`src/design/min_tracking_stack_core_macros.svh`:
```
// ----------------------------------------------------------------------------
// min tracking stack assertion macros
// shared concurrent assertion helpers, clocked on clk_i, gated by rst_ni
// ----------------------------------------------------------------------------
`ifndef MIN_TRACKING_STACK_CORE_MACROS_SVH
`define MIN_TRACKING_STACK_CORE_MACROS_SVH

// property must hold at every edge outside reset
`define MTS_ASSERT(lbl, prop, msg) \
  lbl: assert property (@(posedge clk_i) disable iff (!rst_ni) (prop)) else $error(msg);

// condition must never be seen outside reset
`define MTS_ASSERT_NEVER(lbl, cond, msg) \
  `MTS_ASSERT(lbl, !(cond), msg)

`endif

```
`src/design/mts_pkg.sv`:
```
// ----------------------------------------------------------------------------
// mts_pkg
// shared sizes, codes and controller/datapath link types of the min stack
// ----------------------------------------------------------------------------
package mts_pkg;

  localparam int unsigned STACK_DEPTH = 256;
  localparam int unsigned ADDR_W      = $clog2(STACK_DEPTH);
  localparam int unsigned PTR_W       = $clog2(STACK_DEPTH + 1);
  localparam int unsigned VALUE_W     = 32;
  localparam int unsigned MIN_ENTRY_W = VALUE_W + PTR_W;

  localparam int unsigned S_TDATA_W = 32;
  localparam int unsigned S_TUSER_W = 1;
  localparam int unsigned M_TDATA_W = 80;
  localparam int unsigned M_TUSER_W = 2;
  localparam int unsigned M_PAD_W   = M_TDATA_W - (2 * VALUE_W + PTR_W + 1);

  typedef enum logic [S_TUSER_W-1:0] {
    OP_PUSH = 1'b0,
    OP_POP  = 1'b1
  } op_e;

  typedef enum logic [M_TUSER_W-1:0] {
    ST_DONE      = 2'd0,
    ST_POP_EMPTY = 2'd1,
    ST_PUSH_FULL = 2'd2
  } status_e;

  typedef enum logic [1:0] {
    S_IDLE,
    S_LOAD,
    S_RESP
  } state_e;

  typedef struct packed {
    logic exec;
    logic load;
    logic emit;
  } cmd_t;

  typedef struct packed {
    logic reload;
    logic out_free;
  } stat_t;

endpackage

```
`src/design/mts_ctrl.sv`:
```
// ----------------------------------------------------------------------------
// mts_ctrl
// sequencer: accept, optional top and minimum reload, result hand-off
// ----------------------------------------------------------------------------
module mts_ctrl
  import mts_pkg::*;
(
  input  logic  clk_i,
  input  logic  rst_ni,
  input  logic  s_tvalid_i,
  output logic  s_tready_o,
  input  stat_t stat_i,
  output cmd_t  cmd_o
);

  state_e state_q, state_d;

  always_ff @(posedge clk_i or negedge rst_ni) begin
    if (!rst_ni) begin
      state_q <= S_IDLE;
    end else begin
      state_q <= state_d;
    end
  end

  always_comb begin
    state_d    = state_q;
    s_tready_o = 1'b0;
    cmd_o      = '0;
    unique case (state_q)
      S_IDLE: begin
        s_tready_o = 1'b1;
        if (s_tvalid_i) begin
          cmd_o.exec = 1'b1;
          state_d    = stat_i.reload ? S_LOAD : S_RESP;
        end
      end
      S_LOAD: begin
        cmd_o.load = 1'b1;
        state_d    = S_RESP;
      end
      S_RESP: begin
        if (stat_i.out_free) begin
          cmd_o.emit = 1'b1;
          state_d    = S_IDLE;
        end
      end
      default: begin
        state_d = S_IDLE;
      end
    endcase
  end

endmodule

```
`config.mk`:
```
export PLATFORM = sky130hd
export DESIGN_NAME = mts_ctrl
export DESIGN_NICKNAME = d
export VERILOG_FILES = /design/src/design/min_tracking_stack_core_macros.svh /design/src/design/mts_pkg.sv /design/src/design/mts_ctrl.sv
export SDC_FILE = /design/constraint.sdc
export NUM_CORES = 1
export LEC_CHECK = 0
export BUFFER_PORTS_ARGS = -buffer_cell sky130_fd_sc_hd__buf_2
export CAP_MARGIN = 20
export CORE_AREA = 8 8 45 47
export DETAILED_ROUTE_END_ITERATION = 8
export DIE_AREA = 0 0 53 55
export GPL_TIMING_DRIVEN = 0
export SYNTH_ARGS = -nofsm -noshare
export SYNTH_HDL_FRONTEND = slang
export SYNTH_SLANG_ARGS = --single-unit
```
`constraint.sdc`:
```
create_clock -name clk_i -period 1 [get_ports clk_i]
set_input_delay 0.3 -clock clk_i [delete_from_list [all_inputs] [get_ports clk_i]]
set_output_delay 0.3 -clock clk_i [all_outputs]
set_load 0.01 [all_outputs]
```
# --- Yosys cells after proc, flatten, opt, wreduce, memory -nomap -nowiden ---
# Cells that the tools add are included.
word_totals:
  regBits: 2
  input_bits: 5
  wordCells: 17
classes:
  eq_ne: 4
  n_mux: 10
  n_reduce_logical: 2
op_table:
  columns: ["operator", "n"]
  rows:
  - ["$mux 1", 6]
  - ["$mux 2", 3]
  - ["$pmux 2 s3", 1]
  - ["$ne 2x2->1 const B", 2]
  - ["$eq 2x1->1 const B", 1]
  - ["$eq 2x2->1 const B", 1]
  - ["$logic_not 2->1", 1]
  - ["$reduce_and 2->1", 1]

# --- Logic depth before layout (Yosys ltp) ---
# Gate-level depths: netlist of the first run.
depth:
  word_depth: 3
  ltp_mapped: 2
  mapped_depth_nobuf: 2

# --- Worst setup path before layout of the first run ---
# OpenSTA, ideal clock, no wires.
synth_path:
  kind: "reg2out"
  startpoint: "register state_q[0]"
  endpoint: "output port cmd_o[2] in the netlist's numbering"
  t_arrival_ns: 0.778
  slack_ns: -0.078
  path_stages_with_launch: 3
  cell_sequence: "dfrtp_1 -> nor2_2 -> and2_1"
synth_lines:
  columns: ["item", "line", "source"]
  rows:
  - ["start, declared", "mts_ctrl.sv:16", "state_e state_q, state_d;"]
  - ["start signal, assigned", "mts_ctrl.sv:22", "state_q <= state_d;"]
  - ["end, declared", "mts_ctrl.sv:13", "output cmd_t cmd_o"]

==> results of run 1 <==
[cells in the mapped netlist]
cell type / instances
dfrtp_1: 2
a21oi_1: 1
and2_1: 1
and3_1: 1
nand2_1: 1
nand2b_1: 1
nor2_1: 1
nor2_2: 1
nor2b_1: 1
o21a_1: 1
[logic make-up (layout without fill, tap and decap cells)]
logic type      after synthesis  after routing  share of synthesized area
flops                         2              2                      0.494
simple gates                  7              7                      0.383
buf+inv                       0             15                          0
compound gates                2              2                      0.123
[metal layers]
layer | routed length (um) | up-vias
li1 | - | 67
met1 | 107 | 62
met2 | 185 | 8
met3 | 54 | 2
met4 | 14 | 0
met5 | 0 | -
[stage by stage]
stage                     cells  setup TNS (ns)  total power, mW  hold slack, ns  setup WS [ns]
after floorplan              11         -0.0260            0.259         0.00441        -0.0260
after global placement       35          -0.112            0.333          0.0853         -0.112
after detailed placement     35          -0.117            0.333          0.0876         -0.117
after CTS                    41           -1.18            0.591           0.322         -0.329
after global routing         42           -1.38            0.679           0.334         -0.381
final                        42           -1.15            0.622           0.323         -0.318
[layout make-up]
class / instances / area (um^2) / area share
multi-input combinational: 9 / 61.3 / 0.259
clock buffer: 3 / 22.5 / 0.0952
sequential: 2 / 50.0 / 0.212
tap: 16 / 20.0 / 0.0847
timing repair buffer: 12 / 82.6 / 0.349
[layout by cell type, fill, tap and decap left out]
| cell type | instances |
|---|---|
| and3_1 | 1 |
| buf_4 | 2 |
| dfrtp_1 | 2 |
| a21oi_1 | 1 |
| clkbuf_4 | 3 |
| and2_4 | 1 |
| nand2b_1 | 1 |
| o21a_1 | 1 |
| nor2b_1 | 1 |
| buf_2 | 7 |
| nand2_1 | 1 |
| dlygate4sd3_1 | 1 |
| nor2_2 | 1 |
| buf_6 | 2 |
| nor2_4 | 1 |
[worst paths after layout]
kind	to	slack [ns]	from	cells after the start
max	cmd_o[2]	-0.32	state_q[0]	3
min	state_q[0]	0.32	stat_i[1]	2
max reg2reg	state_q[1]	0.07	state_q[1]	4
min reg2reg	state_q[1]	0.61	state_q[0]	2
max in group asynchronous	state_q[0]	0.52	rst_ni	2
min in group asynchronous	state_q[1]	0.39	rst_ni	2
[power by group]
group	leakage [nW]	internal (mW)	switching, mW
Combinational	0.0837	0.177	0.113
Clock	0.0138	0.133	0.0511
Sequential	0.0253	0.109	0.0387
Total	0.123	0.419	0.203
[timing repair]
item | CTS | global route
hold endpoints to repair | 2 | 0
pin swaps | 2 | 1
setup endpoints to repair | 4 | 4
setup buffers | 2 | 1
hold buffers | 1 | 0
cloned | 0 | 0
resized for setup | 1 | 2
==> results.toml, run 1 <==
[worst_setup_path]
critPathKind = "flip-flop to output port"
worstSetupEndpointType = "output port"
critPathMaxStageDelay_ns = 0.41
slowest_stage = "dfrtp_1"
cp_top_family = "flip-flops"
crit_chain = "nor2_4 > and2_4 > buf_6"
worstPathArrival_ns = 1.02
path_buf_inv = 1
crit_required_ns = 0.70
cp_max_fo = 4
critPathLaunchType = "flip-flop"

[route]
vias = 139
drt-initial-drc-count = 1
wl_per_cell_um = 8.62
wirelength_um = 362
drc = 0
ant_nets = 0
drtPass1Iterations = 4
via_per_inst = 3.31

[global_routing]
met3_usage = 0.0214
use_met1 = 0.0228
grt_max_degree = 5
gr-usage-all-layers = 0.0323
grt-ovfl-total = 0
top_usage_layer = "met4"
grt_use_met2 = 0.0352
grt_pass1_vias = 153
grt_pass1_wl_um = 545
antenna_found_initial = 0

[clocking]
cts_max_level = 1
cts_tree = "yes"
clk_path_buf_depth = 2
root_buffer = "clkbuf_4"
numCtsBuffers = 3
clock-sinks = 2
path_clk_slew_ns = 0.03
worst_skew_pair.late_latency_ns = 0.23

[status]
status = "finished, violations left"
violations = "negative setup slack"

[job]
maxCapViolCount = 0

[synth]
synth.avg_cell_area_um2 = 9.21
synth.distinct_cells = 10
synth_nets = 16
syn_area_um2 = 101
seq_area_frac_synth = 0.494
synth_top_area_share = 0.494
yosysWarnings = 0
ys_ff_latch = 2
synth_area_leader_cell = "dfrtp_1"
synth.area.top_cells = "dfrtp_1 49%, o21a_1 7.4%, and2_1 6.2%, and3_1 6.2%, nand2b_1 6.2%"
syn_inst = 11

[timing]
fin_skew_ns = 0.00255
slew_headroom = 0.884
fmax_mhz = 758
layout_setup_ws_ns = -0.318
hold_viol = 0
drv_slew = 0
tightest_slew_ns = 0.173
setup-violations-final = 4
rsz0062_at_grt = "true"
fin_crit_sh = 1.32
min_period_ns = 1.32

[place]
dp_hpwl_um = 247
portBuffers = 8
postPlaceCellArea_um2 = 169
gp_congestion = 0.585

[layout]
fillers = 161
fin_nets = 33
final_cell_area_um2 = 236
largest_reg_flops = 2
final_util = 0.171
layout-drive-gt1-share = 0.654
area_growth_syn_to_layout_pct = 133
top_register = "state_q"
antenna_cells = 0
reg_top3 = "state_q x2"

[hold_path]
hold_path_class = "primary input to flip-flop"

[floorplanning]
num_io_pins = 9
rows = 14
die_h_um = 55
start_util = 0.0732
core_um2 = 1380
die_x_um = 53
die-area_um2 = 2920

[power_and_ir_drop]
power.leakage_nw = 0.123
ir_drop_mv = 0.373
power_density_nw_per_um2 = 2630
No activity file was read; power rests on OpenSTA's default activity.
==> inputs of run 2 (changes only) <==
Settings changed: RECOVER_POWER set to 25.
Clock period 1 ns to 1.15 ns, I/O delays scaled along.
==> run 2 against run 1 <==
Effect of this change:
- the run still ends with negative setup slack left
- combinational power decreased by 30%
- sequential power shrank 22%
- die area is the same
- count of clock-buffer cells in the layout is the same
- sequential share of layout area rose by 2.9 points
- worst setup slack improved by 0.13 ns
- flip-flop and latch count unchanged
- core utilization decreased by 2.1 points
==> results.toml, run 2 (same netlist as run 1, synthesis figures left out) <==
[timing]
slew_headroom = 0.910
drv_slew = 0
hold_ws_ns = 0.370
layout_setup_ws_ns = -0.190
tns_ns = -0.589
setup-violations-final = 4
rsz0062_at_grt = "true"
min_period_ns = 1.34
hold_viol = 0
fin_skew_ns = 0.000429
fin_crit_sh = 1.17
tightest_slew_ns = 0.135
fmax_mhz = 746

[worst_setup_path]
critPathLaunchType = "flip-flop"
rrSetupSlack_ns = 0.31
cp_max_fo = 4
worstPathArrival_ns = 0.99
crit_required_ns = 0.81
critPathKind = "flip-flop to output port"
worstSetupEndpointType = "output port"

[floorplanning]
rows = 14
num_io_pins = 9
die_h_um = 55
core_um2 = 1380
die_x_um = 53
die-area_um2 = 2920
start_util = 0.0732

[clocking]
clock-sinks = 2
root_buffer = "clkbuf_4"
worst_skew_pair.late_latency_ns = 0.22
cts_tree = "yes"
numCtsBuffers = 3
cts.repair.resized = 0
cts_max_level = 1
clk_path_buf_depth = 2
path_clk_slew_ns = 0.03

[route]
drtPass1Iterations = 1
ant_nets = 0
drt-initial-drc-count = 0
vias = 127
wl_per_cell_um = 7.76
via_per_inst = 3.10
drc = 0
wirelength_um = 318

[global_routing]
use_met1 = 0.0213
gr-usage-all-layers = 0.0279
grt-ovfl-total = 0
grt_pass1_vias = 150
grt_max_degree = 5
grt_use_met2 = 0.0352
antenna_found_initial = 0
top_usage_layer = "met4"
grt_pass1_wl_um = 503
met3_usage = 0.0107

[layout]
final_common_cell = "buf_2"
fillers = 165
final_cell_mix = "7 x buf_2, 3 x clkbuf_4, 2 x buf_4, 2 x dfrtp_1"
fin_nets = 32
largest_reg_flops = 2
top_register = "state_q"
antenna_cells = 0
reg_top3 = "state_q x2"
area_growth_syn_to_layout_pct = 105
final_cells = 41
final_util = 0.150
layout-drive-gt1-share = 0.520
final_cell_area_um2 = 208

[power_and_ir_drop]
power.leakage_nw = 0.109
power_density_nw_per_um2 = 2280
p_total_mw = 0.473
ir_drop_mv = 0.282

[place]
postPlaceCellArea_um2 = 161
gp_congestion = 0.575
dp_hpwl_um = 258
placed_cells = 35
portBuffers = 8
dpl_worst_slack_ns = -0.0107

[status]
violations = "negative setup slack"
status = "finished, violations left"

[job]
maxCapViolCount = 0

[hold_path]
hold_path_class = "primary input to flip-flop"
run 2: final cells by class:
type | count | area, um^2 | area share
sequential | 2 | 50.0 | 0.241
clock buffer | 3 | 22.5 | 0.108
multi-input combinational | 9 | 51.3 | 0.247
tap | 16 | 20.0 | 0.0964
timing repair buffer | 11 | 63.8 | 0.307
run 2: critical path, cell delays in order (launching register included):
cell and delay, ns:
dfrtp_1 0.40, nor2_2 0.12, and2_1 0.13, buf_2 0.12
run 2: where the power goes:
part,internal (mW),total [mW],switching [mW]
clock network,0.115,0.156,0.0405
registers,0.0947,0.114,0.0189
logic,0.114,0.204,0.0896
total,0.324,0.473,0.149
run 2: repair_timing:
action                                  CTS  global route
hold buffers                              1             0
endpoints found under the setup margin    4             4
setup buffers                             2             0
pin swaps                                 2             0
hold endpoints to repair                  2             0
run 2: worst paths after layout:
| check | startpoint | endpoint | cells after the start |
|---|---|---|---|
| min in group asynchronous | rst_ni | state_q[0] | 2 |
| max | state_q[0] | cmd_o[2] | 3 |
| min | stat_i[1] | state_q[0] | 2 |
| min reg2reg | state_q[0] | state_q[1] | 2 |
| max in group asynchronous | rst_ni | state_q[1] | 2 |
| max reg2reg | state_q[0] | state_q[0] | 3 |
run 2: layer usage:
| layer | wire [um] | share of wire |
|---|---|---|
| met4 | 14 | 0.044 |
| met5 | 0 | 0 |
| met3 | 38 | 0.12 |
| met1 | 99 | 0.31 |
| met2 | 165 | 0.52 |
==> inputs of run 3 (changes only) <==
Settings changed: ABC_AREA set to 1.
==> run 3 against run 2 <==
Effect of this change:
- the run still ends with negative setup slack left
- clock power is essentially flat
- design area grew 29%
- register-to-register slack is essentially flat
- first-iteration DRC count is the same
- global-route usage grew 0.44 points
- synthesized area grew 26%
- combinational power shrank 20%
- non-clock buffer count grew 2
- maximum frequency grew 1.5%
- critical endpoint is now cmd_o[0]
- largest power group unchanged
==> results.toml, run 3 <==
[layout]
regArea_um2 = 50.0
layout-drive-gt1-share = 0.588
fin_nets = 41
area_growth_syn_to_layout_pct = 110
largest_reg_flops = 2
final_cell_area_um2 = 268
fillers = 161
final_cell_mix = "6 x buf_2, 5 x inv_1, 4 x buf_4, 3 x clkbuf_4"
final_util = 0.193
top_register = "state_q"
final_common_cell = "buf_2"
multi_input_area_um2 = 63.8
antenna_cells = 0
reg_top3 = "state_q x2"

[worst_setup_path]
cp_top_family = "flip-flops"
crit_required_ns = 0.81
r2r_cells = 4
critPathMaxStageDelay_ns = 0.39
slowest_stage = "dfrtp_1"
worstSetupEndpointType = "output port"
critPathKind = "flip-flop to output port"
timing.rr.start = "state_q[0]"
rrSetupSlack_ns = 0.31
critPathLaunchType = "flip-flop"
r2r_end = "state_q[0]"
cp_max_fo = 3
crit_chain = "buf_4 > nor3_2 > buf_2"
path_buf_inv = 2
worstPathArrival_ns = 0.98

[route]
drtPass1Iterations = 1
drc = 0
ant_nets = 0
drt-initial-drc-count = 0
wl_per_cell_um = 7.60
vias = 159
via_per_inst = 3.18
wirelength_um = 380

[timing]
fin_skew_ns = 0.00243
fmax_mhz = 757
fin_crit_sh = 1.15
min_period_ns = 1.32
slew_headroom = 0.912
layout_setup_ws_ns = -0.170
rsz0062_at_grt = "true"
drv_slew = 0
hold_ws_ns = 0.356
hold_viol = 0
setup-violations-final = 4
tightest_slew_ns = 0.132
tns_ns = -0.587

[synth]
ys.flop_type = "dfrtp_1"
synth.area.top_cells = "dfrtp_1 39%, inv_1 18%, nor3_2 16%, nand3_1 7.8%, nand2_1 5.9%"
synth_nets = 23
ys_ff_latch = 2
synth_top_area_share = 0.392
syn_area_um2 = 128
seq_area_frac_synth = 0.392
synth.distinct_cells = 8
yosysWarnings = 0
async_flop_share = 1.00
yosysMostFrequentCell = "inv_1"
syn_inst = 18
synth_area_leader_cell = "dfrtp_1"
synth.avg_cell_area_um2 = 7.09
synth_edf_count = 0

[floorplanning]
start_util = 0.0922
die_h_um = 55
num_io_pins = 9
die-area_um2 = 2920
die_x_um = 53
core_um2 = 1380
rows = 14

[place]
postPlaceCellArea_um2 = 188
portBuffers = 8
gp_congestion = 0.574
dp_hpwl_um = 288
dpl_worst_slack_ns = 0.0431

[clocking]
clock-sinks = 2
clk_path_buf_depth = 2
cts_max_level = 1
root_buffer = "clkbuf_4"
worst_skew_pair.late_latency_ns = 0.22
cts_tree = "yes"
path_clk_slew_ns = 0.03
numCtsBuffers = 3

[global_routing]
top_usage_layer = "met3"
use_met1 = 0.0258
grt_use_met2 = 0.0371
gr-usage-all-layers = 0.0322
antenna_found_initial = 0
grt-ovfl-total = 0
grt_pass1_wl_um = 607
met3_usage = 0.0455
grt_max_degree = 4
grt_pass1_vias = 156

[power_and_ir_drop]
ir_drop_mv = 0.396
power_density_nw_per_um2 = 1520
power.leakage_nw = 0.154

[hold_path]
hold_path_class = "primary input to flip-flop"
hold_start = "stat_i[1]"
min_path_cells = 3
holdPathEnd = "state_q[0]"

[status]
status = "finished, violations left"
violations = "negative setup slack"

[job]
maxCapViolCount = 0
[run 3: worst min-delay path, stage by stage]
cell    delay, ns
buf_2        0.10
inv_1        0.05
nor3_2       0.04
[run 3: routing by layer]
metal | share of wire | up-vias | wire length (um)
met5 | 0 | - | 0
met4 | 0 | 0 | 0
met3 | 0.20 | 0 | 76
met2 | 0.47 | 7 | 179
met1 | 0.33 | 67 | 124
li1 | - | 85 | -
[run 3: timing repair]
action | in CTS | in global routing
buffers inserted | 2 | 2
hold buffers | 1 | 0
gates cloned | 0 | 0
endpoints found under the setup margin | 4 | 4
endpoints found under the hold margin | 2 | 0
pin swaps | 1 | 2
resized for setup | 1 | 4
[run 3: final cells by class]
cell class | count | share of cell area
clock buffer | 3 | 0.0841
sequential | 2 | 0.187
timing repair buffer | 13 | 0.318
multi-input combinational | 9 | 0.238
tap | 16 | 0.0748
inverter | 7 | 0.0981
[run 3: kinds of logic (layout without fill, tap and decap cells)]
group                  count (synthesis)  in the layout  share of synthesized area
flip-flops                             2              2                      0.392
AND/OR/NAND/NOR                        9              9                      0.402
buffers and inverters                  7             23                      0.206
[run 3: report_power, final]
part / leakage [nW] / switching (mW) / internal (mW) / total, mW
logic: 0.115 / 0.0791 / 0.0842 / 0.163
clock network: 0.0138 / 0.0383 / 0.115 / 0.153
registers: 0.0258 / 0.00840 / 0.0827 / 0.0911
[run 3: worst max path at each step]
stage	startpoint	end	slack (ns)	cells past startpoint
global placement	state_q[1]	cmd_o[2]	0.04	4
CTS	state_q[1]	cmd_o[2]	-0.17	4
floorplan	state_q[1]	cmd_o[2]	0.12	3
global route	state_q[0]	cmd_o[2]	-0.22	4
finish	state_q[0]	cmd_o[0]	-0.17	3
detailed placement	state_q[1]	cmd_o[2]	0.04	4
[run 3: through the flow]
| stage | instances | power [mW] |
|---|---|---|
| floorplan | 18 | 0.157 |
| global placement | 42 | 0.195 |
| detailed placement | 42 | 0.196 |
| CTS | 48 | 0.387 |
| global route | 50 | 0.442 |
| finish | 50 | 0.408 |
